===== src/rtl/mlv_pkg.sv =====
// ----------------------------------------------------------------------------
// mlv_pkg
// Shared types and constants for the maglev table build and lookup block.
// ----------------------------------------------------------------------------
package mlv_pkg;

   localparam int TABLE_DEPTH_DEF  = 4096;
   localparam int MAX_BACKENDS_DEF = 64;
   localparam int MOD_STEPS        = 32;

   localparam logic [12:0] TABLE_SIZE_RST    = 13'd4093;
   localparam logic [15:0] MERGE_TIMEOUT_RST = 16'd10;

   localparam logic CSR_TABLE_SIZE    = 1'b0;
   localparam logic CSR_MERGE_TIMEOUT = 1'b1;

   typedef enum logic [1:0] {
      REQ_LOAD   = 2'd0,
      REQ_LOOKUP = 2'd1,
      REQ_TICK   = 2'd2,
      REQ_CLEAR  = 2'd3
   } mlv_req_kind_type;

   typedef struct packed {
      logic [1:0]  req_type;
      logic [31:0] backend_hash_a;
      logic [31:0] backend_hash_b;
      logic        last_backend;
      logic [31:0] key_hash;
   } mlv_req_type;

   typedef struct packed {
      logic       stable;
      logic       curr_valid;
      logic [5:0] curr_backend;
      logic       prev_valid;
      logic [5:0] prev_backend;
      logic       merged;
      logic       overflow;
   } mlv_rsp_type;

   typedef enum logic [4:0] {
      ST_IDLE,
      ST_DISPATCH,
      ST_LD_A,
      ST_LD_B,
      ST_LD_WR,
      ST_LK_MOD,
      ST_LK_DATA,
      ST_CP_SWEEP,
      ST_B_START,
      ST_BP_SWEEP,
      ST_BC_SWEEP,
      ST_PR_START,
      ST_PR_RD,
      ST_PR_LAT,
      ST_PR_GOP,
      ST_PR_MP,
      ST_PR_MS,
      ST_PR_WR,
      ST_RUN_INIT,
      ST_TURN_RD,
      ST_TURN_LAT,
      ST_PROBE,
      ST_CHECK,
      ST_TURN_WR,
      ST_FINISH,
      ST_RESP
   } mlv_state_type;

   typedef enum logic [4:0] {
      OP_NONE,
      OP_LATCH,
      OP_LD_OVF,
      OP_LD_OFF,
      OP_LD_SKIP,
      OP_LD_WRITE,
      OP_LK_READ,
      OP_LK_CAPT,
      OP_TICK,
      OP_CLEAR,
      OP_COPY_STEP,
      OP_CLR_STEP,
      OP_BI_ZERO,
      OP_BK_LATCH,
      OP_PR_POS,
      OP_PR_SKIP,
      OP_PR_WRITE,
      OP_RUN_INIT,
      OP_PROBE,
      OP_CLAIM,
      OP_TURN_WRITE,
      OP_FINISH,
      OP_RESP
   } mlv_op_type;

   typedef enum logic [2:0] {
      MS_HASH_A,
      MS_HASH_B,
      MS_KEY,
      MS_POS,
      MS_SKIP
   } mlv_msrc_type;

   typedef struct packed {
      mlv_op_type   op;
      logic         mod_go;
      mlv_msrc_type mod_src;
   } mlv_cmd_type;

   typedef struct packed {
      mlv_req_kind_type req_kind;
      logic             last;
      logic             live;
      logic             pending;
      logic             tick_merge;
      logic             ovf_full;
      logic             mod_done;
      logic             sweep_last;
      logic             n_zero;
      logic             last_bi;
      logic             full;
      logic             exhausted;
      logic             taken_hit;
      logic             claimed;
      logic             rsp_free;
   } mlv_status_type;

endpackage


===== src/rtl/mlv_ctrl.sv =====
// ----------------------------------------------------------------------------
// mlv_ctrl
// Sequencer for loads, lookups, ticks, clears and the table build.
// ----------------------------------------------------------------------------
module mlv_ctrl (
   input  logic                    clock,
   input  logic                    reset,
   input  logic                    req_valid,
   output logic                    req_stall,
   input  mlv_pkg::mlv_status_type status,
   output mlv_pkg::mlv_cmd_type    cmd
);
   import mlv_pkg::*;

   mlv_state_type state_ff, state_in;

   always_comb begin
      state_in = state_ff;
      unique case (state_ff)
         ST_IDLE: if (req_valid) state_in = ST_DISPATCH;
         ST_DISPATCH: begin
            unique case (status.req_kind)
               REQ_LOAD: begin
                  if (!status.ovf_full) state_in = ST_LD_A;
                  else if (status.last) state_in = ST_B_START;
                  else state_in = ST_RESP;
               end
               REQ_LOOKUP: state_in = status.live ? ST_LK_MOD : ST_RESP;
               REQ_TICK: begin
                  state_in = (status.pending && status.tick_merge) ? ST_CP_SWEEP : ST_RESP;
               end
               REQ_CLEAR: state_in = ST_RESP;
               default: state_in = ST_RESP;
            endcase
         end
         ST_LD_A: if (status.mod_done) state_in = ST_LD_B;
         ST_LD_B: if (status.mod_done) state_in = ST_LD_WR;
         ST_LD_WR: state_in = status.last ? ST_B_START : ST_RESP;
         ST_LK_MOD: if (status.mod_done) state_in = ST_LK_DATA;
         ST_LK_DATA: state_in = ST_RESP;
         ST_CP_SWEEP: if (status.sweep_last) state_in = ST_RESP;
         ST_B_START: state_in = status.pending ? ST_BC_SWEEP : ST_BP_SWEEP;
         ST_BP_SWEEP: if (status.sweep_last) state_in = ST_BC_SWEEP;
         ST_BC_SWEEP: if (status.sweep_last) state_in = ST_PR_START;
         ST_PR_START: state_in = status.n_zero ? ST_FINISH : ST_PR_RD;
         ST_PR_RD: state_in = ST_PR_LAT;
         ST_PR_LAT: state_in = ST_PR_GOP;
         ST_PR_GOP: state_in = ST_PR_MP;
         ST_PR_MP: if (status.mod_done) state_in = ST_PR_MS;
         ST_PR_MS: if (status.mod_done) state_in = ST_PR_WR;
         ST_PR_WR: state_in = status.last_bi ? ST_RUN_INIT : ST_PR_RD;
         ST_RUN_INIT: state_in = ST_TURN_RD;
         ST_TURN_RD: state_in = status.full ? ST_FINISH : ST_TURN_LAT;
         ST_TURN_LAT: state_in = ST_PROBE;
         ST_PROBE: state_in = status.exhausted ? ST_TURN_WR : ST_CHECK;
         ST_CHECK: state_in = status.taken_hit ? ST_PROBE : ST_TURN_WR;
         ST_TURN_WR: begin
            // a full round with no claim ends the build
            state_in = (status.last_bi && !status.claimed) ? ST_FINISH : ST_TURN_RD;
         end
         ST_FINISH: state_in = ST_RESP;
         ST_RESP: if (status.rsp_free) state_in = ST_IDLE;
         default: state_in = ST_IDLE;
      endcase
   end

   always_comb begin
      cmd.op      = OP_NONE;
      cmd.mod_go  = 1'b0;
      cmd.mod_src = MS_HASH_A;
      unique case (state_ff)
         ST_IDLE: if (req_valid) cmd.op = OP_LATCH;
         ST_DISPATCH: begin
            unique case (status.req_kind)
               REQ_LOAD: begin
                  if (status.ovf_full) begin
                     cmd.op = OP_LD_OVF;
                  end else begin
                     cmd.mod_go  = 1'b1;
                     cmd.mod_src = MS_HASH_A;
                  end
               end
               REQ_LOOKUP: begin
                  cmd.mod_go  = status.live;
                  cmd.mod_src = MS_KEY;
               end
               REQ_TICK: cmd.op = OP_TICK;
               REQ_CLEAR: cmd.op = OP_CLEAR;
               default: cmd.op = OP_NONE;
            endcase
         end
         ST_LD_A: begin
            if (status.mod_done) begin
               cmd.op      = OP_LD_OFF;
               cmd.mod_go  = 1'b1;
               cmd.mod_src = MS_HASH_B;
            end
         end
         ST_LD_B: if (status.mod_done) cmd.op = OP_LD_SKIP;
         ST_LD_WR: cmd.op = OP_LD_WRITE;
         ST_LK_MOD: if (status.mod_done) cmd.op = OP_LK_READ;
         ST_LK_DATA: cmd.op = OP_LK_CAPT;
         ST_CP_SWEEP, ST_BP_SWEEP: cmd.op = OP_COPY_STEP;
         ST_BC_SWEEP: cmd.op = OP_CLR_STEP;
         ST_PR_START: cmd.op = OP_BI_ZERO;
         ST_PR_LAT, ST_TURN_LAT: cmd.op = OP_BK_LATCH;
         ST_PR_GOP: begin
            cmd.mod_go  = 1'b1;
            cmd.mod_src = MS_POS;
         end
         ST_PR_MP: begin
            if (status.mod_done) begin
               cmd.op      = OP_PR_POS;
               cmd.mod_go  = 1'b1;
               cmd.mod_src = MS_SKIP;
            end
         end
         ST_PR_MS: if (status.mod_done) cmd.op = OP_PR_SKIP;
         ST_PR_WR: cmd.op = OP_PR_WRITE;
         ST_RUN_INIT: cmd.op = OP_RUN_INIT;
         ST_PROBE: if (!status.exhausted) cmd.op = OP_PROBE;
         ST_CHECK: if (!status.taken_hit) cmd.op = OP_CLAIM;
         ST_TURN_WR: cmd.op = OP_TURN_WRITE;
         ST_FINISH: cmd.op = OP_FINISH;
         ST_RESP: if (status.rsp_free) cmd.op = OP_RESP;
         default: cmd.op = OP_NONE;
      endcase
   end

   always_ff @(posedge clock) begin
      if (reset) begin
         state_ff <= ST_IDLE;
      end else begin
         state_ff <= state_in;
      end
   end

   assign req_stall = (state_ff != ST_IDLE);

endmodule


===== config.mk =====
export PLATFORM = sky130hd
export DESIGN_NAME = mlv_ctrl
export DESIGN_NICKNAME = d
export VERILOG_FILES = /design/src/rtl/mlv_pkg.sv /design/src/rtl/mlv_ctrl.sv
export SDC_FILE = /design/constraint.sdc
export NUM_CORES = 1
export LEC_CHECK = 0
export ABC_AREA = 1
export BUFFER_PORTS_ARGS = -buffer_cell sky130_fd_sc_hd__buf_2
export CORE_MARGIN = 3
export CORE_UTILIZATION = 50
export DETAILED_ROUTE_END_ITERATION = 16
export GPL_ROUTABILITY_DRIVEN = 0
export HOLD_SLACK_MARGIN = 0.05
export PLACE_DENSITY_LB_ADDON = 0.25
export RECOVER_POWER = 50
export SLEW_MARGIN = 20
export SYNTH_ARGS = -nofsm -noshare
export SYNTH_HDL_FRONTEND = slang
export SYNTH_SLANG_ARGS = --single-unit

===== constraint.sdc =====
create_clock -name clock -period 1.54 [get_ports clock]
set_clock_uncertainty 0.1 [all_clocks]
set_input_delay 0.154 -clock clock [delete_from_list [all_inputs] [get_ports clock]]
set_output_delay 0.154 -clock clock [all_outputs]
set_load 0.05 [all_outputs]

==> results_dict.tcl, run 1 <==
set metrics [dict create \
    largest_cells_by_area_after_synthesis "nand2_1, nand3_1, nor2_1, dfxtp_1, nor2_4" \
    synth.net_count 255 \
    port-buffer-count 28 \
    die_width_um 56.1 \
    yosys.area_share.adder 0 \
    inserted_clock_buffers 3 \
    fp.dieH_um 56.1 \
    synth_area_per_cell_um2 5.32 \
    clock-root-buffer "clkbuf_4" \
    xor_and_xnor_area_share_after_synthesis 0 \
    post-cts-setup-buffer-count 11 \
    cts_buffer_depth 2 \
    ys_ff_latch 5 \
    place_hpwl_mm 4.54 \
    yosys_warnings 0 \
    rows 17 \
    stop_stage "clock tree synthesis (4_1_cts)" \
    clock_tree.htree_level_count 1 \
    synth_top_family_by_area "simple AND/OR/NAND/NOR gates" \
    netlist_instances 236 \
    synth_mux_area_frac 0 \
    initial_core_util 0.546 \
    postCtsHoldBufs 1 \
    synth.cell_area_um2 1250 \
    synth_simple_gate_area_share 0.714 \
    toolErrorMsg "[ERROR DPL-0038] Utilization greater than 100%, impossible to legalize" \
    synth.top_cell.area_share 0.239 \
    clock_sinks 5 \
    cell_type_contributing_the_most_total_cell_area_after_synthesis "nand2_1" \
    synth_cell_types 23 \
    run_status "stopped before the end" \
    synth_compound_gate_area_share 0.0798 \
    ios 29 \
    postCtsResizedCells 80 \
    synth-seq-area-share 0.0798 \
]
==> kinds of logic after synthesis <==
group / after synthesis
and+or+nand+nor: 180
buffers and inverters: 33
DFF: 5
AOI/OAI and AO/OA: 18
==> cells in the mapped netlist, drive strengths merged <==
library cell  instances
nor3                  4
nand3                31
o2111ai               2
o21ai                 6
a21oi                 9
buf                   3
o31ai                 1
nand2                88
dfxtp                 5
nor2                 49
clkbuf                1
inv                  29
nand4                 7
nor3b                 1
==> stage by stage <==
step | setup WS [ns] | hold slack [ns] | instance area, um2 | instances
detailed placement | -0.318 | 0.281 | 1970 | 350
global placement | -0.243 | 0.272 | 1970 | 350
floorplan | -0.0728 | 0.116 | 1380 | 236
==> run 2, diff against run 1 <==
--- a/config.mk
+++ b/config.mk
@@ -7,12 +7,11 @@
 export LEC_CHECK = 0
 export ABC_AREA = 1
 export BUFFER_PORTS_ARGS = -buffer_cell sky130_fd_sc_hd__buf_2
-export CORE_MARGIN = 3
-export CORE_UTILIZATION = 50
+export CORE_AREA = 3 3 64 66
 export DETAILED_ROUTE_END_ITERATION = 16
+export DIE_AREA = 0 0 67 69
 export GPL_ROUTABILITY_DRIVEN = 0
-export HOLD_SLACK_MARGIN = 0.05
-export PLACE_DENSITY_LB_ADDON = 0.25
+export PLACE_DENSITY_LB_ADDON = 0.15
 export RECOVER_POWER = 50
 export SLEW_MARGIN = 20
 export SYNTH_ARGS = -nofsm -noshare
==> results_dict.tcl, run 2 <==
set metrics [dict create \
    top_usage_layer "met2" \
    finish.utilization 0.697 \
    largest-register "state_ff" \
    route.detailed.vias_per_inst 4.86 \
    clock_tree.htree_level_count 1 \
    postSynth.asyncResetShare 0 \
    cell_type_contributing_the_most_total_cell_area_after_synthesis "nand2_1" \
    max_clock_freq_mhz 529 \
    worstPathArrival_ns 1.64 \
    cts_buffer_depth 2 \
    clock_insertion_delay_worst_skew_ns 0.23 \
    layout.cells.most_common "buf_4" \
    pwr_density_cell_nw_per_um2 1860 \
    ios 29 \
    synth.cell_area_um2 1250 \
    overflow 0 \
    clock_sinks 5 \
    synth_edf_count 0 \
    netlist_instances 236 \
    period_share 1.23 \
    largest_reg_flops 5 \
    unrepaired_setup_endpoints_after_global_routing "yes" \
    drt_pre_antenna_iters 4 \
    largest_cells_by_area_after_synthesis "nand2_1, nand3_1, nor2_1, dfxtp_1, nor2_4" \
    setup_viol 15 \
    ys_ff_latch 5 \
    critical_path.max_stage_delay_ns 0.37 \
    area_delta_synth_final_pct 102 \
    start_kind "register" \
    ys_dominant_reg_cell "dfxtp_1" \
    worst_path_max_delay_cell "dfxtp_4" \
    wire_length_of_the_first_global_routing_pass_mm 8.66 \
    post-layout-total-power_mw 4.71 \
    synth.top_cell.area_share 0.239 \
    number_of_global_route_vias_before_repair 1790 \
    timing.final.max_slew_violations 0 \
    antenna_found_initial 0 \
    initial_core_util 0.345 \
    seqPwrFrac 0.076 \
    clk_pin_slew_worst_paths_ns 0.04 \
    drt-total-wl_mm 5.46 \
    final_hold_viol_count 0 \
    cell_internal_pwr_mw 2.16 \
    hold_ws_ns 0.0690 \
    critical_path.most_common_cell "buf_6" \
    crit_path_end_kind "output pin" \
    post-route-drc-count 0 \
    grt_start_max_net_pins 8 \
    clock_network_fraction_of_design_power 0.053 \
    maxCapViolCount 0 \
    cts_tree "yes" \
    via_count 1892 \
    synth_cell_types 23 \
    final_area_um2 2530 \
    yosys_warnings 0 \
    p_sw_frac 0.541 \
    antenna_cells 0 \
    detailedRoute.firstIterationViolations 136 \
    core_area_um2 3630 \
    static-leakage-power_nw 1.33 \
    grtUsageTotal 0.242 \
    port-buffer-count 28 \
    wl_per_cell_um 14.0 \
    combinationalPowerShare 0.870 \
    worst_slew_margin 0.751 \
    nets 361 \
    synth_area_per_cell_um2 5.32 \
    rows 22 \
    p_switching_mw 2.55 \
    failed_checks "negative setup slack" \
    synthMostInstantiatedCell "nand2_1" \
    synth-seq-area-share 0.0798 \
    worst_ir_drop_vdd_v 0.000770 \
    die_width_um 67 \
    inserted_clock_buffers 3 \
    run_status "finished with violations" \
    cpLargestDelayFamily "simple AND/OR/NAND/NOR gates" \
    setup_ws_ns -0.352 \
    grt_use_met1 0.343 \
    synth.net_count 255 \
    largest_registers "state_ff x5" \
    post_route_cells_drive_above_1_share 0.587 \
    fp.dieH_um 69 \
    clock-root-buffer "clkbuf_8" \
    worst-path-buf-inv 3 \
    dieArea_um2 4620 \
    maximum_fanout_count_along_the_critical_path 6 \
    timing_worst_setup_path_type "register to output pin" \
    min-delay-path-class "input port to register" \
    place_hpwl_mm 3.87 \
    grt_util_met2 0.384 \
    dpl_worst_slack_ns -0.242 \
    placed_area_um2 2010 \
    actual_slew_at_the_worst_max_slew_pin_ns 0.372 \
    synth_top_cells_by_count "nand2_1, nor2_1, nand3_1" \
    layout_common_cells "buf_4, nand2_1, nor2_1, nand3_1" \
    ant_nets 0 \
    path_cells "buf_6 -> nand2_8 -> nor2_4 -> buf_6 -> nand2_2 -> nand4_1 -> nor2_2 -> o2111ai_4 -> buf_6" \
    gr-usage-met3 0.0326 \
    worstPathRequired_ns 1.29 \
    post-route-min-period_ns 1.89 \
]
run 2: cell counts after synthesis:
No cell type changed its count.
run 2: metrics by stage:
stage | TNS, ns | std cells
floorplan | -0.221 | 236
global placement | -2.60 | 371
detailed placement | -2.47 | 371
CTS | -2.85 | 385
global route | -4.68 | 389
finish | -3.44 | 389
run 2: power by group through the flow:
| stage | combinational, mW | clock [mW] | sequential (mW) |
|---|---|---|---|
| finish | 4.10 | 0.250 | 0.360 |
| global route | 4.35 | 0.276 | 0.374 |
| CTS | 3.79 | 0.257 | 0.354 |
| detailed placement | 3.14 | 0 | 0.272 |
| global placement | 3.15 | 0 | 0.269 |
| floorplan | 2.09 | 0 | 0.227 |
run 2: per-layer routing:
metal / share of wire / vias to the layer above
met5: 0 / -
met1: 0.45 / 850
met3: 0.055 / 7
li1: - / 972
met2: 0.48 / 63
met4: 0.015 / 0
run 2: cell families (layout without fill, tap and decap cells):
logic type / count (synthesis) / in the layout / share of synthesized area
and+or+nand+nor: 180 / 180 / 0.714
AOI/OAI and AO/OA: 18 / 18 / 0.0798
buffers and inverters: 33 / 138 / 0.127
DFF: 5 / 5 / 0.0798
run 2: area by class of cell:
| cell class | count | area [um2] |
|---|---|---|
| multi-input cells | 198 | 1330 |
| flip-flops and latches | 5 | 116 |
| inverters | 29 | 134 |
| clock buffers | 4 | 45.0 |
| repair buffers | 105 | 845 |
| well taps | 48 | 60.1 |
| fillers | 301 | 1100 |
run 2: final timing paths:
check	to	start	slack (ns)	cells after the start
max	cmd[4]	state_ff[0]	-0.35	9
min	state_ff[0]	reset	0.07	2
max reg2reg	state_ff[1]	state_ff[4]	-0.22	10
min reg2reg	state_ff[4]	state_ff[4]	0.44	2
run 2: what timing repair did:
| action | CTS | global route |
|---|---|---|
| hold buffers | 0 | 0 |
| resized for setup | 84 | 22 |
| pin swaps | 21 | 10 |
| setup buffers | 12 | 4 |
| setup endpoints to repair | 15 | 15 |
| endpoints found under the hold margin | 0 | 0 |
Note: power is estimated with default switching activity, not from simulation.
==> run 3, diff against run 2 <==
--- a/config.mk
+++ b/config.mk
@@ -12,7 +12,6 @@
 export DIE_AREA = 0 0 67 69
 export GPL_ROUTABILITY_DRIVEN = 0
 export PLACE_DENSITY_LB_ADDON = 0.15
-export RECOVER_POWER = 50
 export SLEW_MARGIN = 20
 export SYNTH_ARGS = -nofsm -noshare
 export SYNTH_HDL_FRONTEND = slang
==> constraint.sdc (replaced) <==
create_clock -name clock -period 1.85 [get_ports clock]
set_clock_uncertainty 0.1 [all_clocks]
set_input_delay 0.185 -clock clock [delete_from_list [all_inputs] [get_ports clock]]
set_output_delay 0.185 -clock clock [all_outputs]
set_load 0.05 [all_outputs]
==> results_dict.tcl, run 3 (synthesis results as in run 2) <==
set metrics [dict create \
    timing.hold.worst.start "reset" \
    place_hpwl_mm 3.56 \
    failed_checks "negative setup slack" \
    clk_pin_slew_worst_paths_ns 0.03 \
    pwr_density_cell_nw_per_um2 1580 \
    grt_start_max_net_pins 11 \
    route.detailed.vias_per_inst 4.99 \
    die_width_um 67 \
    layoutNonFillerInstCount 353 \
    grtUsageTotal 0.185 \
    cell_internal_pwr_mw 1.45 \
    core_area_um2 3630 \
    post-route-drc-count 0 \
    static-leakage-power_nw 1.12 \
    nets 325 \
    inserted_clock_buffers 3 \
    area_delta_synth_final_pct 67.3 \
    timing.final.max_slew_violations 0 \
    ant_nets 0 \
    worstPathRequired_ns 1.56 \
    setup_viol 2 \
    worst_slew_margin 0.819 \
    port-buffer-count 28 \
    start_kind "register" \
    unrepaired_setup_endpoints_after_global_routing "yes" \
    rows 22 \
    antenna_cells 0 \
    crit-reg2reg-capture "state_ff[0]" \
    largest_registers "state_ff x5" \
    worst_ir_drop_vdd_v 0.000696 \
    post_route_cells_drive_above_1_share 0.466 \
    max_clock_freq_mhz 539 \
    layout.cells.most_common "nand2_1" \
    antenna_found_initial 0 \
    detailedRoute.firstIterationViolations 116 \
    drt-total-wl_mm 4.72 \
    initial_core_util 0.345 \
    via_count 1762 \
    cts_buffer_depth 2 \
    p_sw_frac 0.562 \
    wl_per_cell_um 13.4 \
    clock_network_fraction_of_design_power 0.060 \
    period_share 1.00 \
    run_status "finished with violations" \
    clock-root-buffer "clkbuf_8" \
    post-route-min-period_ns 1.86 \
    critical_path.max_stage_delay_ns 0.37 \
    combinationalPowerShare 0.860 \
    clock_sinks 5 \
    maximum_fanout_count_along_the_critical_path 5 \
    worst_path_max_delay_cell "dfxtp_4" \
    setup_ws_ns -0.00569 \
    wire_length_of_the_first_global_routing_pass_mm 6.87 \
    r2r_start "state_ff[3]" \
    seqPwrFrac 0.081 \
    min-delay-path-class "input port to register" \
    placed_cells 335 \
    crit_path_end_kind "output pin" \
    number_of_global_route_vias_before_repair 1554 \
    worst-r2r-cell-count 11 \
    total_negative_slack_ns -0.0109 \
    path_cells "inv_4 -> nand3_4 -> nor2_4 -> buf_6 -> nand2_1 -> o2111ai_2 -> buf_6" \
    finish.utilization 0.578 \
    worstPathArrival_ns 1.57 \
    p_switching_mw 1.86 \
    fp.dieH_um 69 \
    actual_slew_at_the_worst_max_slew_pin_ns 0.271 \
    clock_insertion_delay_worst_skew_ns 0.22 \
    largest-register "state_ff" \
    largest_reg_flops 5 \
    ios 29 \
    timing_worst_setup_path_type "register to output pin" \
    cts_tree "yes" \
    layout_common_cells "nand2_1, buf_4, nor2_1, nand3_1, buf_2" \
    dieArea_um2 4620 \
    hold_path_end "state_ff[1]" \
    final_hold_viol_count 0 \
    postCtsHoldBufs 0 \
    timing.hold.worst_path_depth 2 \
    critical_path.most_common_cell "buf_6" \
    clock_tree.htree_level_count 1 \
    drt_pre_antenna_iters 4 \
    overflow 0 \
    r2r_setup_slack_ns 0.08 \
    maxCapViolCount 0 \
]
==> run 3: cell count changes in the layout (fill, tap and decap cells not counted), moves of 4 or more <==
cell and delta:
buf_6 -7, nand2_2 -7, nor2_2 -4, nor2_4 -4
buf_4 -33, a21oi_1 +4, nand2_1 +7, nor2_1 +8
==> run 3: critical path: cells and delay by family (launching register included) <==
family          cells  cell delay [ns]
buf+inv             3             0.43
flops               1             0.37
compound gates      1             0.21
simple gates        3             0.33
==> run 3: metal layers <==
metal,wire (um),vias to the layer above,GRT usage
met5,0,-,0
met4,66,0,0.0248
met3,243,6,0.0261
met2,2300,59,0.291
met1,2110,796,0.271
li1,-,901,-
==> run 3: worst max path at each step <==
| stage | from | endpoint | cells after the start |
|---|---|---|---|
| after global placement | state_ff[4] | cmd[4] | 7 |
| final | state_ff[1] | cmd[4] | 7 |
| after detailed placement | state_ff[1] | cmd[5] | 8 |
| after global routing | state_ff[0] | cmd[6] | 8 |
| after floorplan | state_ff[3] | cmd[1] | 6 |
| after CTS | state_ff[3] | cmd[4] | 8 |
==> run 3: cell type report <==
class / count / area (um2)
multi-input cells: 198 / 1180
flip-flops and latches: 5 / 116
inverters: 29 / 130
clock buffers: 4 / 45.0
well taps: 48 / 60.1
fillers: 364 / 1530
repair buffers: 69 / 563
==> run 3: per-stage QoR <==
stage,setup WS [ns],power (mW),hold WS [ns],area (um2)
after detailed placement,0.0461,2.41,0.325,1640
after floorplan,-0.0577,1.78,0.154,1270
after global routing,-0.0932,3.52,0.111,2100
after global placement,0.0279,2.43,0.321,1640
after CTS,-0.0251,2.78,0.0881,1780
final,-0.00569,3.31,0.0922,2100
==> run 3: what timing repair did <==
action,in CTS,in global routing
gates cloned,0,1
pin swaps,3,21
buffers inserted,3,10
gates resized for setup,25,58
endpoints found under the hold margin,0,0
setup endpoints to repair,9,9
==> run 3: power by group through the flow <==
| stage | sequential [mW] | combinational (mW) | clock [mW] |
|---|---|---|---|
| after CTS | 0.216 | 2.36 | 0.204 |
| after detailed placement | 0.205 | 2.20 | 0 |
| after global routing | 0.273 | 3.04 | 0.208 |
| after global placement | 0.204 | 2.22 | 0 |
| final | 0.267 | 2.85 | 0.198 |
| after floorplan | 0.181 | 1.60 | 0 |
==> run 4, diff against run 3 <==
--- a/config.mk
+++ b/config.mk
@@ -11,6 +11,7 @@
 export DETAILED_ROUTE_END_ITERATION = 16
 export DIE_AREA = 0 0 67 69
 export GPL_ROUTABILITY_DRIVEN = 0
+export MAX_ROUTING_LAYER = met4
 export PLACE_DENSITY_LB_ADDON = 0.15
 export SLEW_MARGIN = 20
 export SYNTH_ARGS = -nofsm -noshare
==> results_dict.tcl, run 4 (synthesis results as in run 2) <==
set metrics [dict create \
    run_status "finished with violations" \
    failed_checks "negative setup slack" \
    setup_ws_ns -0.00569 \
    clock_insertion_delay_worst_skew_ns 0.22 \
    worst-r2r-cell-count 11 \
    dpl_worst_slack_ns 0.0461 \
    initial_core_util 0.345 \
    number_of_global_route_vias_before_repair 1554 \
    num-fill-cells 364 \
    grtUsageTotal 0.190 \
    antenna_cells 0 \
    clock_sinks 5 \
    layoutNonFillerInstCount 353 \
    route.detailed.vias_per_inst 4.99 \
    port-buffer-count 28 \
    post-route-min-period_ns 1.86 \
    clock_tree.htree_level_count 1 \
    overflow 0 \
    crit_path_end_kind "output pin" \
    cts_buffer_depth 2 \
    min-delay-path-class "input port to register" \
    cts_tree "yes" \
    dieArea_um2 4620 \
    setup_viol 2 \
    wl_per_cell_um 13.4 \
    largest_registers "state_ff x5" \
    die_width_um 67 \
    clk_pin_slew_worst_paths_ns 0.03 \
    timing.final.max_slew_violations 0 \
    worst_ir_drop_vdd_v 0.000696 \
    worstPathArrival_ns 1.57 \
    max_clock_freq_mhz 539 \
    core_area_um2 3630 \
    unrepaired_setup_endpoints_after_global_routing "yes" \
    worst_slew_margin 0.819 \
    place_hpwl_mm 3.56 \
    hold_ws_ns 0.0922 \
    post-route-drc-count 0 \
    ios 29 \
    detailedRoute.firstIterationViolations 120 \
    drt-total-wl_mm 4.72 \
    drt_pre_antenna_iters 4 \
    antenna_found_initial 0 \
    placed_cells 335 \
    timing_worst_setup_path_type "register to output pin" \
    fp.dieH_um 69 \
    maxCapViolCount 0 \
    static-leakage-power_nw 1.12 \
    area_delta_synth_final_pct 67.3 \
    maximum_fanout_count_along_the_critical_path 5 \
    via_count 1762 \
    actual_slew_at_the_worst_max_slew_pin_ns 0.271 \
    nets 325 \
    clock-root-buffer "clkbuf_8" \
    rows 22 \
    finish.utilization 0.578 \
    wire_length_of_the_first_global_routing_pass_mm 6.87 \
    timing.hold.worst_path_depth 2 \
    layout.cells.most_common "nand2_1" \
    largest-register "state_ff" \
    largest_reg_flops 5 \
    grt_start_max_net_pins 11 \
    ant_nets 0 \
    pwr_density_cell_nw_per_um2 1580 \
    start_kind "register" \
    layout_common_cells "nand2_1, buf_4, nor2_1, nand3_1, buf_2" \
    final_hold_viol_count 0 \
    post_route_cells_drive_above_1_share 0.466 \
    period_share 1.00 \
    inserted_clock_buffers 3 \
    worstPathRequired_ns 1.56 \
]
## run 4: cell counts in the layout (fill, tap and decap cells not counted)
No cell type changed its count.
## run 4: path summary, 6_finish.rpt
check | from | to | slack (ns)
min reg2reg | state_ff[3] | state_ff[3] | 0.42
min | reset | state_ff[1] | 0.09
max reg2reg | state_ff[3] | state_ff[0] | 0.08
max | state_ff[1] | cmd[4] | -0.006
## run 4: per-stage QoR
stage | TNS (ns) | instance area, um2 | power [mW]
6_report | -0.0109 | 2100 | 3.31
5_1_grt | -0.455 | 2100 | 3.52
4_1_cts | -0.0553 | 1780 | 2.78
3_5_place_dp | 0 | 1640 | 2.41
3_3_place_gp | 0 | 1640 | 2.43
2_1_floorplan | -0.0577 | 1270 | 1.78
## run 4: critical path: stages, from the launching register on
cell	delay, ns
dfxtp_4	0.37
inv_4	0.13
nand3_4	0.11
nor2_4	0.14
buf_6	0.12
nand2_1	0.08
o2111ai_2	0.21
buf_6	0.18
## run 4: power breakdown
part           internal [mW]  switching [mW]
registers              0.176          0.0909
logic                   1.13            1.72
clock network          0.148          0.0501
## run 4: metal layers
metal / wire, um / part of all wire / GRT usage
met5: 0 / 0 / -
met4: 66 / 0.014 / 0.0248
met3: 234 / 0.050 / 0.0244
met2: 2300 / 0.49 / 0.291
met1: 2120 / 0.45 / 0.272
## run 4: area by class of cell
| class | count | area (um2) | share of cell area |
|---|---|---|---|
| clock buffers | 4 | 45.0 | 0.0215 |
| inverters | 29 | 130 | 0.0620 |
| flip-flops and latches | 5 | 116 | 0.0554 |
| well taps | 48 | 60.1 | 0.0286 |
| repair buffers | 69 | 563 | 0.268 |
| multi-input cells | 198 | 1180 | 0.564 |
## run 4: what timing repair did
action,4_1_cts,5_1_grt
setup buffers,3,10
pin swaps,3,21
gates cloned,0,1
hold buffers,0,0
gates resized for setup,25,58
endpoints found under the setup margin,9,9
